File: src/trk_pkg.sv
// ----------------------------------------------------------------------------
// trk_pkg
// Shared types and constants of the trickle timer engine.
// ----------------------------------------------------------------------------
package trk_pkg;

	localparam int MS_W      = 32;
	localparam int HEARD_W   = 8;
	localparam int CFG_W     = 16;
	localparam int CFG_IDX_W = 2;
	localparam int US_PER_MS = 1000;
	localparam int SCALED_W  = MS_W + 10;

	localparam logic [CFG_IDX_W-1:0] CFG_IDX_MIN    = 2'd0;
	localparam logic [CFG_IDX_W-1:0] CFG_IDX_FACTOR = 2'd1;
	localparam logic [CFG_IDX_W-1:0] CFG_IDX_K      = 2'd2;

	localparam logic [CFG_W-1:0]   RST_MIN    = 16'd100;
	localparam logic [CFG_W-1:0]   RST_FACTOR = 16'd16;
	localparam logic [HEARD_W-1:0] RST_K      = 8'd3;

	typedef enum logic [2:0] {
		CMD_INIT      = 3'd0,
		CMD_RX_CONS   = 3'd1,
		CMD_RX_INCONS = 3'd2,
		CMD_RESET     = 3'd3,
		CMD_TX_REG    = 3'd4,
		CMD_STEP      = 3'd5,
		CMD_TICK      = 3'd6
	} trk_cmd_t;

	typedef enum logic [2:0] {
		S_IDLE,
		S_READ,
		S_EVAL,
		S_DIV,
		S_WRITE,
		S_DONE
	} trk_state_t;

	typedef struct packed {
		logic [MS_W-1:0]    interval_len;
		logic [MS_W-1:0]    tx_point;
		logic [MS_W-1:0]    interval_end;
		logic [HEARD_W-1:0] heard;
		logic               tx_done;
	} trk_rec_t;

endpackage

File: src/trickle_timer_engine.sv
// ----------------------------------------------------------------------------
// trickle_timer_engine
// Trickle timers for several instances around one state memory, with a
// shared global tick counter.
// ----------------------------------------------------------------------------
// A tick transaction goes from idle straight to the result state. Other
// commands read and evaluate, then write when the record is updated; a new
// interval draws its transmit point first, by the bit-serial remainder unit.
// One transaction is in work at a time; the output register lets the next
// one be accepted while a result waits. Reset loads the registers with their
// defaults and clears the tick counter; memory contents stay undefined.
module trickle_timer_engine #(
	parameter int INSTANCES      = 8,
	parameter int TICK_PERIOD_US = 1000
) (
	input  logic                            clk,
	input  logic                            arst_n,
	input  logic                            cfg_we,
	input  logic [trk_pkg::CFG_IDX_W-1:0]   cfg_index,
	input  logic [trk_pkg::CFG_W-1:0]       cfg_wdata,
	input  logic                            in_valid,
	output logic                            in_ready,
	input  logic [2:0]                      command,
	input  logic [2:0]                      instance_req,
	input  logic [trk_pkg::MS_W-1:0]        start_interval_ms,
	input  logic [trk_pkg::MS_W-1:0]        random_word,
	output logic                            out_valid,
	input  logic                            out_ready,
	output logic                            do_tx,
	output logic                            status
);

	localparam int AW  = (INSTANCES > 1) ? $clog2(INSTANCES) : 1;
	localparam int PW  = $clog2(TICK_PERIOD_US + 1);
	localparam int TPW = trk_pkg::MS_W + PW;
	localparam int CW  = (TPW > trk_pkg::SCALED_W) ? TPW : trk_pkg::SCALED_W;
	localparam int MW  = trk_pkg::MS_W;

	localparam logic [6:0] INST_LIM = 7'(INSTANCES);

	trk_pkg::trk_state_t state_q, state_d;

	logic [trk_pkg::CFG_W-1:0]   min_q;
	logic [trk_pkg::CFG_W-1:0]   factor_q;
	logic [trk_pkg::HEARD_W-1:0] k_q;
	logic [MW-1:0]               cap_q;

	trk_pkg::trk_cmd_t cmd_q;
	logic              ok_q;
	logic [AW-1:0]     addr_q;
	logic [MW-1:0]     start_q;
	logic [MW-1:0]     rnd_q;
	trk_pkg::trk_rec_t rec_q;
	logic [trk_pkg::SCALED_W-1:0] scaled_q;
	logic [MW-1:0]     len_q;
	logic              begin_q;
	logic [MW-1:0]     jitter_q;
	logic              res_do_tx_q;
	logic              res_status_q;
	logic              out_valid_q;
	logic              do_tx_q;
	logic              status_q;

	logic          in_acc;
	logic          tick;
	logic [6:0]    inst_ext;
	logic          ram_re;
	logic          ram_we;
	logic          out_load;
	logic [$bits(trk_pkg::trk_rec_t)-1:0] ram_rdata;
	trk_pkg::trk_rec_t rd_rec;
	trk_pkg::trk_rec_t wr_rec;
	logic [MW-1:0] dsel;
	logic [MW-1:0] now_ms;
	logic [TPW-1:0] tick_bound;
	logic          reached;
	logic [MW:0]   dbl;
	logic [MW-1:0] half;

	logic          div_start;
	logic          div_done;
	logic [MW-2:0] mod_rem;

	trk_pkg::trk_rec_t ev_rec;
	logic [MW-1:0]     ev_len;
	logic              ev_begin;
	logic              ev_write;
	logic              ev_do_tx;
	logic              ev_status;
	logic              ev_half_nz;

	assign in_acc   = in_valid && in_ready;
	assign tick     = in_acc && (trk_pkg::trk_cmd_t'(command) == trk_pkg::CMD_TICK);
	assign inst_ext = {4'b0000, instance_req};
	assign rd_rec   = trk_pkg::trk_rec_t'(ram_rdata);
	assign dsel     = rd_rec.tx_done ? rd_rec.interval_end : rd_rec.tx_point;
	assign reached  = (CW'(scaled_q) < CW'(tick_bound));
	assign dbl      = {rec_q.interval_len, 1'b0};
	assign half     = {1'b0, len_q[MW-1:1]};

	trk_ram #(
		.WIDTH($bits(trk_pkg::trk_rec_t)),
		.DEPTH(INSTANCES)
	) u_ram (
		.clk  (clk),
		.we   (ram_we),
		.waddr(addr_q),
		.wdata(wr_rec),
		.re   (ram_re),
		.raddr(inst_ext[AW-1:0]),
		.rdata(ram_rdata)
	);

	trk_time #(
		.TICK_PERIOD_US(TICK_PERIOD_US)
	) u_time (
		.clk       (clk),
		.arst_n    (arst_n),
		.tick      (tick),
		.now_ms    (now_ms),
		.tick_bound(tick_bound)
	);

	trk_mod u_mod (
		.clk      (clk),
		.arst_n   (arst_n),
		.start    (div_start),
		.dividend (rnd_q),
		.divisor  (ev_len[MW-1:1]),
		.done     (div_done),
		.remainder(mod_rem)
	);

	always_ff @(posedge clk or negedge arst_n) begin
		if (!arst_n) begin
			min_q    <= trk_pkg::RST_MIN;
			factor_q <= trk_pkg::RST_FACTOR;
			k_q      <= trk_pkg::RST_K;
			cap_q    <= MW'(trk_pkg::RST_MIN) * MW'(trk_pkg::RST_FACTOR);
		end else begin
			cap_q <= MW'(min_q) * MW'(factor_q);
			if (cfg_we) begin
				case (cfg_index)
					trk_pkg::CFG_IDX_MIN:    min_q    <= cfg_wdata;
					trk_pkg::CFG_IDX_FACTOR: factor_q <= cfg_wdata;
					trk_pkg::CFG_IDX_K:      k_q      <= cfg_wdata[trk_pkg::HEARD_W-1:0];
					default: ;
				endcase
			end
		end
	end

	always_comb begin
		ev_rec    = rec_q;
		ev_len    = rec_q.interval_len;
		ev_begin  = 1'b0;
		ev_write  = 1'b0;
		ev_do_tx  = 1'b0;
		ev_status = 1'b0;
		if (ok_q) begin
			case (cmd_q)
				trk_pkg::CMD_INIT: begin
					if (start_q < MW'(min_q) || start_q > cap_q) begin
						ev_status = 1'b1;
					end else begin
						ev_len   = start_q;
						ev_begin = 1'b1;
					end
				end
				trk_pkg::CMD_RX_CONS: begin
					if (rec_q.heard != '1) begin
						ev_rec.heard = rec_q.heard + 1'b1;
					end
					ev_write = 1'b1;
				end
				trk_pkg::CMD_RX_INCONS: begin
					if (rec_q.interval_len > MW'(min_q)) begin
						ev_len   = MW'(min_q);
						ev_begin = 1'b1;
					end
				end
				trk_pkg::CMD_RESET: begin
					ev_len   = MW'(min_q);
					ev_begin = 1'b1;
				end
				trk_pkg::CMD_TX_REG: begin
					ev_rec.tx_done = 1'b1;
					ev_write       = 1'b1;
				end
				trk_pkg::CMD_STEP: begin
					if (rec_q.tx_done) begin
						if (reached) begin
							ev_len   = (dbl < {1'b0, cap_q}) ? dbl[MW-1:0] : cap_q;
							ev_begin = 1'b1;
						end
					end else if (reached) begin
						if (rec_q.heard < k_q) begin
							ev_do_tx = 1'b1;
						end else begin
							ev_rec.tx_done = 1'b1;
							ev_write       = 1'b1;
						end
					end
				end
				default: ;
			endcase
		end
		ev_half_nz = (ev_len[MW-1:1] != '0);
	end

	always_comb begin
		wr_rec = rec_q;
		if (begin_q) begin
			wr_rec.interval_len = len_q;
			wr_rec.tx_point     = now_ms + half + jitter_q;
			wr_rec.interval_end = now_ms + len_q;
			wr_rec.heard        = '0;
			wr_rec.tx_done      = 1'b0;
		end
	end

	always_comb begin
		state_d = state_q;
		case (state_q)
			trk_pkg::S_IDLE: begin
				if (in_valid) begin
					if (trk_pkg::trk_cmd_t'(command) == trk_pkg::CMD_TICK) begin
						state_d = trk_pkg::S_DONE;
					end else begin
						state_d = trk_pkg::S_READ;
					end
				end
			end
			trk_pkg::S_READ: state_d = trk_pkg::S_EVAL;
			trk_pkg::S_EVAL: begin
				if (ev_begin) begin
					state_d = ev_half_nz ? trk_pkg::S_DIV : trk_pkg::S_WRITE;
				end else if (ev_write) begin
					state_d = trk_pkg::S_WRITE;
				end else begin
					state_d = trk_pkg::S_DONE;
				end
			end
			trk_pkg::S_DIV: begin
				if (div_done) begin
					state_d = trk_pkg::S_WRITE;
				end
			end
			trk_pkg::S_WRITE: state_d = trk_pkg::S_DONE;
			trk_pkg::S_DONE: begin
				if (!out_valid_q || out_ready) begin
					state_d = trk_pkg::S_IDLE;
				end
			end
			default: state_d = trk_pkg::S_IDLE;
		endcase
	end

	always_comb begin
		in_ready  = (state_q == trk_pkg::S_IDLE);
		ram_re    = in_valid && (state_q == trk_pkg::S_IDLE);
		ram_we    = (state_q == trk_pkg::S_WRITE);
		div_start = (state_q == trk_pkg::S_EVAL) && ev_begin && ev_half_nz;
		out_load  = (state_q == trk_pkg::S_DONE) && (!out_valid_q || out_ready);
	end

	always_ff @(posedge clk or negedge arst_n) begin
		if (!arst_n) begin
			state_q     <= trk_pkg::S_IDLE;
			out_valid_q <= 1'b0;
		end else begin
			state_q <= state_d;
			if (out_load) begin
				out_valid_q <= 1'b1;
			end else if (out_ready) begin
				out_valid_q <= 1'b0;
			end
		end
	end

	always_ff @(posedge clk) begin
		if (in_acc) begin
			cmd_q        <= trk_pkg::trk_cmd_t'(command);
			ok_q         <= (inst_ext < INST_LIM);
			addr_q       <= inst_ext[AW-1:0];
			start_q      <= start_interval_ms;
			rnd_q        <= random_word;
			res_do_tx_q  <= 1'b0;
			res_status_q <= 1'b0;
		end
		if (state_q == trk_pkg::S_READ) begin
			rec_q    <= rd_rec;
			scaled_q <= trk_pkg::SCALED_W'(dsel) * trk_pkg::SCALED_W'(trk_pkg::US_PER_MS);
		end
		if (state_q == trk_pkg::S_EVAL) begin
			rec_q        <= ev_rec;
			len_q        <= ev_len;
			begin_q      <= ev_begin;
			jitter_q     <= '0;
			res_do_tx_q  <= ev_do_tx;
			res_status_q <= ev_status;
		end
		if (state_q == trk_pkg::S_DIV && div_done) begin
			jitter_q <= {1'b0, mod_rem};
		end
		if (out_load) begin
			do_tx_q  <= res_do_tx_q;
			status_q <= res_status_q;
		end
	end

	assign out_valid = out_valid_q;
	assign do_tx     = do_tx_q;
	assign status    = status_q;

	a_one_in_work: assert property (@(posedge clk) disable iff (!arst_n)
		in_valid && in_ready |=> !in_ready)
		else $error("second transaction taken while one is in work");

	a_div_in_state: assert property (@(posedge clk) disable iff (!arst_n)
		div_done |-> state_q == trk_pkg::S_DIV)
		else $error("remainder unit finished outside of its wait state");

	a_result_excl: assert property (@(posedge clk) disable iff (!arst_n)
		out_valid |-> !(do_tx && status))
		else $error("transmit request and init error in one result");

	a_write_done: assert property (@(posedge clk) disable iff (!arst_n)
		state_q == trk_pkg::S_WRITE |=> state_q == trk_pkg::S_DONE && !ram_we)
		else $error("memory write not followed by result");

endmodule

File: src/trk_ram.sv
// ----------------------------------------------------------------------------
// trk_ram
// Generic single-write, single-read memory with a registered read port.
// ----------------------------------------------------------------------------
module trk_ram #(
	parameter int WIDTH = 8,
	parameter int DEPTH = 8
) (
	input  logic                                       clk,
	input  logic                                       we,
	input  logic [((DEPTH > 1) ? $clog2(DEPTH) : 1)-1:0] waddr,
	input  logic [WIDTH-1:0]                           wdata,
	input  logic                                       re,
	input  logic [((DEPTH > 1) ? $clog2(DEPTH) : 1)-1:0] raddr,
	output logic [WIDTH-1:0]                           rdata
);

	logic [WIDTH-1:0] mem [DEPTH];

	always_ff @(posedge clk) begin
		if (we) begin
			mem[waddr] <= wdata;
		end
		if (re) begin
			rdata <= mem[raddr];
		end
	end

endmodule

File: src/trk_mod.sv
// ----------------------------------------------------------------------------
// trk_mod
// Restoring remainder unit: one quotient bit per cycle for a 32-bit dividend.
// ----------------------------------------------------------------------------
module trk_mod (
	input  logic                       clk,
	input  logic                       arst_n,
	input  logic                       start,
	input  logic [trk_pkg::MS_W-1:0]   dividend,
	input  logic [trk_pkg::MS_W-2:0]   divisor,
	output logic                       done,
	output logic [trk_pkg::MS_W-2:0]   remainder
);

	localparam int CNT_W = $clog2(trk_pkg::MS_W);

	logic                     busy_q;
	logic                     done_q;
	logic [CNT_W-1:0]         cnt_q;
	logic [trk_pkg::MS_W-1:0] shift_q;
	logic [trk_pkg::MS_W-2:0] rem_q;
	logic [trk_pkg::MS_W-2:0] div_q;
	logic [trk_pkg::MS_W-1:0] trial;
	logic [trk_pkg::MS_W:0]   diff;

	assign trial = {rem_q, shift_q[trk_pkg::MS_W-1]};
	assign diff  = {1'b0, trial} - {2'b00, div_q};

	always_ff @(posedge clk or negedge arst_n) begin
		if (!arst_n) begin
			busy_q <= 1'b0;
			done_q <= 1'b0;
			cnt_q  <= '0;
		end else begin
			done_q <= 1'b0;
			if (start) begin
				busy_q <= 1'b1;
				cnt_q  <= '1;
			end else if (busy_q) begin
				cnt_q <= cnt_q - 1'b1;
				if (cnt_q == '0) begin
					busy_q <= 1'b0;
					done_q <= 1'b1;
				end
			end
		end
	end

	always_ff @(posedge clk) begin
		if (start) begin
			shift_q <= dividend;
			rem_q   <= '0;
			div_q   <= divisor;
		end else if (busy_q) begin
			shift_q <= {shift_q[trk_pkg::MS_W-2:0], 1'b0};
			if (diff[trk_pkg::MS_W]) begin
				rem_q <= trial[trk_pkg::MS_W-2:0];
			end else begin
				rem_q <= diff[trk_pkg::MS_W-2:0];
			end
		end
	end

	assign done      = done_q;
	assign remainder = rem_q;

endmodule

File: src/trk_time.sv
// ----------------------------------------------------------------------------
// trk_time
// Global tick counter with the current time in ms and the scaled tick bound
// used for deadline checks, both kept incrementally.
// ----------------------------------------------------------------------------
module trk_time #(
	parameter int TICK_PERIOD_US = 1000
) (
	input  logic                                           clk,
	input  logic                                           arst_n,
	input  logic                                           tick,
	output logic [trk_pkg::MS_W-1:0]                       now_ms,
	output logic [trk_pkg::MS_W+$clog2(TICK_PERIOD_US+1)-1:0] tick_bound
);

	localparam int PW       = $clog2(TICK_PERIOD_US + 1);
	localparam int TPW      = trk_pkg::MS_W + PW;
	localparam int MS_STEP  = TICK_PERIOD_US / trk_pkg::US_PER_MS;
	localparam int REM_STEP = TICK_PERIOD_US % trk_pkg::US_PER_MS;

	localparam logic [TPW-1:0]            PERIOD   = TPW'(TICK_PERIOD_US);
	localparam logic [trk_pkg::MS_W-1:0]  MS_INC   = trk_pkg::MS_W'(MS_STEP);
	localparam logic [10:0]               REM_INC  = 11'(REM_STEP);
	localparam logic [10:0]               REM_WRAP = 11'(trk_pkg::US_PER_MS);

	logic [trk_pkg::MS_W-1:0] tick_q;
	logic [trk_pkg::MS_W-1:0] now_q;
	logic [9:0]               rem_q;
	logic [TPW-1:0]           bound_q;
	logic [10:0]              rem_sum;
	logic                     carry;

	assign rem_sum = {1'b0, rem_q} + REM_INC;
	assign carry   = (rem_sum >= REM_WRAP);

	// The bound holds period * (tick_count + 1): a deadline d is reached when
	// 1000 * d is below it.
	always_ff @(posedge clk or negedge arst_n) begin
		if (!arst_n) begin
			tick_q  <= '0;
			now_q   <= '0;
			rem_q   <= '0;
			bound_q <= PERIOD;
		end else if (tick) begin
			if (tick_q == '1) begin
				tick_q  <= '0;
				now_q   <= '0;
				rem_q   <= '0;
				bound_q <= PERIOD;
			end else begin
				tick_q  <= tick_q + 1'b1;
				now_q   <= now_q + MS_INC + trk_pkg::MS_W'(carry);
				rem_q   <= carry ? 10'(rem_sum - REM_WRAP) : rem_sum[9:0];
				bound_q <= bound_q + PERIOD;
			end
		end
	end

	assign now_ms     = now_q;
	assign tick_bound = bound_q;

endmodule
File: config.mk
export PLATFORM = sky130hd
export DESIGN_NAME = trickle_timer_engine
export DESIGN_NICKNAME = d
export VERILOG_FILES = /design/src/trk_pkg.sv /design/src/trickle_timer_engine.sv /design/src/trk_ram.sv /design/src/trk_mod.sv /design/src/trk_time.sv
export SDC_FILE = /design/constraint.sdc
export NUM_CORES = 2
export LEC_CHECK = 0
export BUFFER_PORTS_ARGS = -buffer_cell sky130_fd_sc_hd__buf_2
export CAP_MARGIN = 5
export CORE_AREA = 3 3 406 408
export DETAILED_ROUTE_END_ITERATION = 16
export DIE_AREA = 0 0 409 411
export PLACE_DENSITY = 0.62
export SLEW_MARGIN = 20
export SYNTH_ARGS = -nofsm -noshare
export SYNTH_HDL_FRONTEND = slang
export SYNTH_HIERARCHICAL = 1
export SYNTH_SLANG_ARGS = --single-unit
File: constraint.sdc
create_clock -name clk -period 10.6 [get_ports clk]
set_input_delay 2.12 -clock clk [delete_from_list [all_inputs] [get_ports clk]]
set_output_delay 2.12 -clock clk [all_outputs]
set_load 0.1 [all_outputs]
======== Yosys cells after proc, flatten, opt, wreduce, memory -nomap -nowiden ========
Memory sizes are Yosys's and may differ from the RTL's. A register that Yosys moved wholly into a read port is not among the register bits.
Cells that the tools add are included.
storage, ports and cells
  register bits after elaboration ......... 576
  bits in writable memories ............... 840
  word-level logic and storage cells ...... 176
  memories ................................ 1
operators by class
  $add $sub $neg .......................... 11
  multiply operators ...................... 2
  order comparisons ....................... 8
  equal/unequal tests ..................... 22
  muxes and demuxes ....................... 68
  bitwise gates (word level) .............. 1
  reductions and logical operators ........ 29
memory list
  memory     words  width  rd ports  clocked after Yosys merged registers in  wr ports  RTL line       source
  u_ram.mem  8      105    1         1                                        1         trk_ram.sv:18  logic [WIDTH-1:0] mem [DEPTH];
operators by type and width
  kind                                                count
  2-to-1 mux 32 bit                                   11
  case mux 32 bit (4 select lines)                    1
  2-to-1 mux 105 bit                                  1
  2-to-1 mux 31 bit                                   3
  adder 32 x 1 -> 32 bit, second input constant       2
  adder 32 x 31 -> 32 bit                             2
  adder 42 x 10 -> 42 bit, second input constant      1
  < comparator 42 bit                                 1
  2-to-1 mux 42 bit                                   1
  multiplier 32 x 7 -> 39 bit, second input constant  1
  < comparator 33 x 32 -> 1 bit                       1
  subtractor 32 x 31 -> 33 bit                        1
  adder 32 x 1 -> 32 bit                              1
  adder 32 bit                                        1
  equality test 32 bit, second input constant         1
  greater-than comparator 32 x 16 -> 1 bit            1
  greater-than comparator 32 bit                      1
  < comparator 32 x 16 -> 1 bit                       1
  multiplier 16 x 16 -> 32 bit                        1
  2-to-1 mux 1 bit                                    32
  nonzero test 31 bit                                 1
  2-to-1 mux 9 bit                                    3
  2-to-1 mux 10 bit                                   2
  2-to-1 mux 3 bit                                    6
  other kinds (32)                                    64

======== Depth between registers and ports, before layout ========
  word-level depth ........................ 10
  gate-level depth with buffers ........... 28
  gate-level depth less buffers ........... 26

======== By module ========
Netlist, hierarchy kept.
modules (own cells, without submodules)
  module                instances  cells an instance  area each (um^2)
  trk_ram               1          1332               35295.1
  trickle_timer_engine  1          3126               34041.4
  trk_mod               1          590                5899.4
  trk_time              1          549                5524.0

======== Least setup slack after synthesis ========
OpenSTA, ideal clock, no wires.
  path type ............................... flip-flop to flip-flop
  start ................................... reg state_q[2]
  end ..................................... mem u_ram/mem[0][0] (netlist name) (enable)
  setup time .............................. 0.697 ns
  arrival ................................. 8.049 ns
  setup slack ............................. 1.854 ns
  cell stages (with the launch flop) ...... 5
  buffers on the path ..................... 1
  clock period less this slack ............ 8.746 ns
  cell sequence ........................... dfrtp_1 -> clkbuf_1 -> nor3b_1 -> nand2b_1 -> nor3_1
between the ends
  word-level cells in the longest chain between the ends .. 3
RTL lines
  what                                    RTL line                     source
  start, declared                         trickle_timer_engine.sv:41   trk_pkg::trk_state_t state_q, state_d;
  start signal, assigned                  trickle_timer_engine.sv:269  state_q <= trk_pkg::S_IDLE;
  start signal, assigned                  trickle_timer_engine.sv:272  state_q <= state_d;
  equality test 3 bit                     trickle_timer_engine.sv:262  ram_we = (state_q == trk_pkg::S_WRITE);
  named net ram_we                        trickle_timer_engine.sv:68   logic ram_we;
  2-to-1 mux 1 bit                        trk_ram.sv:21                if (we) begin
  2-to-1 mux 1 bit (not written as such)  trk_ram.sv:22                mem[waddr] <= wdata;
  end, declared                           trk_ram.sv:18
The timed path passes the listed nets, and every way through them passes these cells.

======== Final worst setup path ========
  start ................................... reg min_q[8] (netlist name)
  end ..................................... reg cap_q[31]
between the ends
  word-level cells in the longest chain between the ends .. 1
RTL lines
  what                          RTL line                     source
  start, declared               trickle_timer_engine.sv:43   logic [trk_pkg::CFG_W-1:0] min_q;
  start signal, assigned        trickle_timer_engine.sv:136  min_q <= trk_pkg::RST_MIN;
  start signal, assigned        trickle_timer_engine.sv:144  trk_pkg::CFG_IDX_MIN: min_q <= cfg_wdata;
  multiplier 16 x 16 -> 32 bit  trickle_timer_engine.sv:141  cap_q <= MW'(min_q) * MW'(factor_q);
  end signal, assigned          trickle_timer_engine.sv:139  cap_q <= MW'(trk_pkg::RST_MIN) * MW'(trk_pkg::RST_FACTOR);
  end signal, assigned          trickle_timer_engine.sv:141
  end, declared                 trickle_timer_engine.sv:46   logic [MW-1:0] cap_q;
No other way between the ends.
A chain may end at the register's enable or synchronous reset.

==> results_dict.tcl <==
set metrics [dict create \
    r2r-end "cap_q[31]" \
    synth_warnings 6 \
    final-setup-viol-count 0 \
    hold_end "dbl[31]" \
    final_util 0.548 \
    synth_edf_count 1290 \
    fmax_ghz 0.136 \
    synth_area_leader_cell "edfxtp_1" \
    netlist_area_um2 80800 \
    synthArstFlopShare 0.127 \
    nets 6581 \
    worst_slack_ns 3.27 \
    maxCapViolCount 0 \
    ios 97 \
    worstSetupPathType "reg -> reg" \
    timing.final.crit_share 0.691 \
    skew_ns 0.0306 \
    critPathLaunchType "flop" \
    mostFrequentLayoutCells "1,290 x edfxtp_1, 461 x inv_1, 429 x ha_1" \
    h-tree-depth 4 \
    required_ns 11.31 \
    core_um2 162000 \
    min_from "u_ram/rdata[103]" \
    chipHeight_um 411 \
    start_util 0.498 \
    worstSetupEndpointType "flop" \
    ys_types 107 \
    min_path_cells 0 \
    routabilityCongestion 0.885 \
    yosysTopAreaCellShare 0.480 \
    wl_mm 201 \
    viasPerCell 5.85 \
    dieArea_um2 168000 \
    cp_slowest_cell "dfrtp_1" \
    wl_per_cell_um 25.1 \
    numPortBuffers 96 \
    cp_slowest_stage_delay_ns 0.83 \
    r2r_cells 23 \
    synth-seq-area-share 0.547 \
    grt_use_total 0.242 \
    synth-seq-cells 1514 \
    path_cells "nand2_1, fa_1, fa_1, fa_1, fa_1, inv_1, fa_1, inv_1, fa_1, inv_1, ha_1, a21o_1, a21o_1, a21oi_1, nand3b_1, o21ai_1, o22ai_1, o41ai_1, o21ai_1, o41a_1, a21o_1, a21oi_1, xnor2_1" \
    area_growth_pct 9.87 \
    critPathMaxFanout 18 \
    cts_hold_buf 0 \
    synth_flop_cell "edfxtp_1" \
    avgSynthCellArea_um2 14.4 \
    slew_headroom 0.216 \
    root_buffer "clkbuf_16" \
    vias 47000 \
    tns_ns 0 \
    grt_max_degree 101 \
    drt-pass1-iter-count 6 \
    antenna_found_initial 7 \
    path_clk_slew_ns 0.07 \
    fill_cells 13200 \
    rsz0062_at_grt "false" \
    fp.dieW_um 409 \
    dp_hpwl_mm 134 \
    crit_arrival_ns 8.04 \
    ff2ff_setup_slack_ns 3.27 \
    clkSinkCount 1514 \
    numCtsBuffers 160 \
    drt_iter0_markers 4231 \
    cts_setup_buffers 0 \
    clock_path_buffers 3 \
    worstSkewPairLatency_ns 0.80 \
    ctsResizeCount 0 \
    grt_pass1_vias 47800 \
    antenna_left 0 \
    dpl-instance-area_um2 83400 \
    grt_overflow 0 \
    synthCells 5597 \
    drive_gt1_frac 0.149 \
    status "completed" \
    drcViolationCount 0 \
    layout_commonest_cell "edfxtp_1" \
    pre_cts_slack_ns 3.33 \
    hold_class "reg -> reg" \
    cts_tree "yes" \
    row_count 148 \
    tightest_slew_ns 1.17 \
    slew_violations 0 \
    period_minus_slack_ns 7.33 \
    cp_common_cell "fa_1" \
    grt_pass1_wl_mm 306 \
    synthTopCellsByArea "edfxtp_1 48%, fa_1 8.6%, ha_1 6.6%" \
    design_area_um2 88700 \
    hold_viol_final 0 \
    reg2reg_from "min_q[8]" \
]
cells by family (layout without fill, tap and decap cells):
family                     Yosys count  after routing  synth area share
AOI/OAI and AO/OA                  687            687            0.0569
xor gates and xnor gates           233            233            0.0253
adders and majority gates          775            775             0.152
buffers and inverters              664            913            0.0363
DFF                               1514           1514             0.547
muxes                              514            514             0.105
other                                1              6         0.0000464
and+or+nand+nor                   1209           1209            0.0770
cell type report:
type                    instances  area [um2]  share of cell area
diodes                          3        7.51           0.0000846
clock buffers                 197        4220              0.0475
clock inverters               100        1130              0.0127
inverters                     465        1760              0.0198
multi-input cells            3421       33700               0.380
flip-flops and latches       1514       44200               0.498
well taps                    2175        2720              0.0307
repair buffers                151         957              0.0108
cell usage after synthesis, drive strengths merged (17+ instances only):
library cell  instances
a211oi               17
a21o                 80
a21oi               206
a221o                22
a311oi               20
a31oi                17
and2                170
and3                 34
buf                  67
clkbuf              132
dfrtp               178
dfxtp                31
edfxtp             1290
fa                  346
ha                  429
inv                 463
mux2                272
mux2i                32
mux4                210
nand2               364
nand2b               42
nand3                80
nand4                74
nor2                239
nor2b                43
nor3                 52
nor4                 36
o211ai               22
o21a                 25
o21ai               136
o21bai               27
or3                  17
xnor2               142
xor2                 91
per-stage QoR:
stage	std cells	hold WS (ns)
finish	8026	0.417
global placement	7725	0.402
CTS	8022	0.418
floorplan	5599	0.400
detailed placement	7725	0.405
global route	8024	0.420
worst max path at each step:
stage,start,to
final,min_q[8],cap_q[31]
after global routing,min_q[8],cap_q[31]
after global placement,factor_q[6],cap_q[31]
after CTS,min_q[9],cap_q[31]
after floorplan,state_q[2],u_ram/mem[0][0]
after detailed placement,min_q[9],cap_q[31]
registers in the layout, indices dropped and copies added (netlist names), 32 cells and up:
| name | flops |
|---|---|
| ev_rec | 64 |
| u_ram/mem | 840 |
| u_time/tick_bound | 39 |
| u_ram/rdata | 105 |
| u_mod/shift_q | 32 |
| len_q | 32 |
| start_q | 32 |
| scaled_q | 39 |
| rnd_q | 32 |
| u_time/now_ms | 32 |
| cap_q | 32 |
| u_time/tick_q | 32 |
| dbl | 32 |
worst max-delay path: cells and delay by family (launching register included):
family | cells | cell delay [ns]
buffers and inverters | 3 | 0.16
AOI/OAI and AO/OA | 10 | 2.37
adders and majority gates | 7 | 3.44
and+or+nand+nor | 2 | 0.29
xor gates and xnor gates | 1 | 0.13
DFF | 1 | 0.83
metal layers:
layer,global-route usage,vias to the layer above,part of all wire
li1,-,20900,-
met1,0.338,24400,0.44
met2,0.399,1388,0.48
met3,0.0351,250,0.055
met4,0.0631,0,0.025
met5,0,-,0
Power is not shown: default switching activity piles up to over one toggle a cycle in this logic, so the estimate is an artifact.
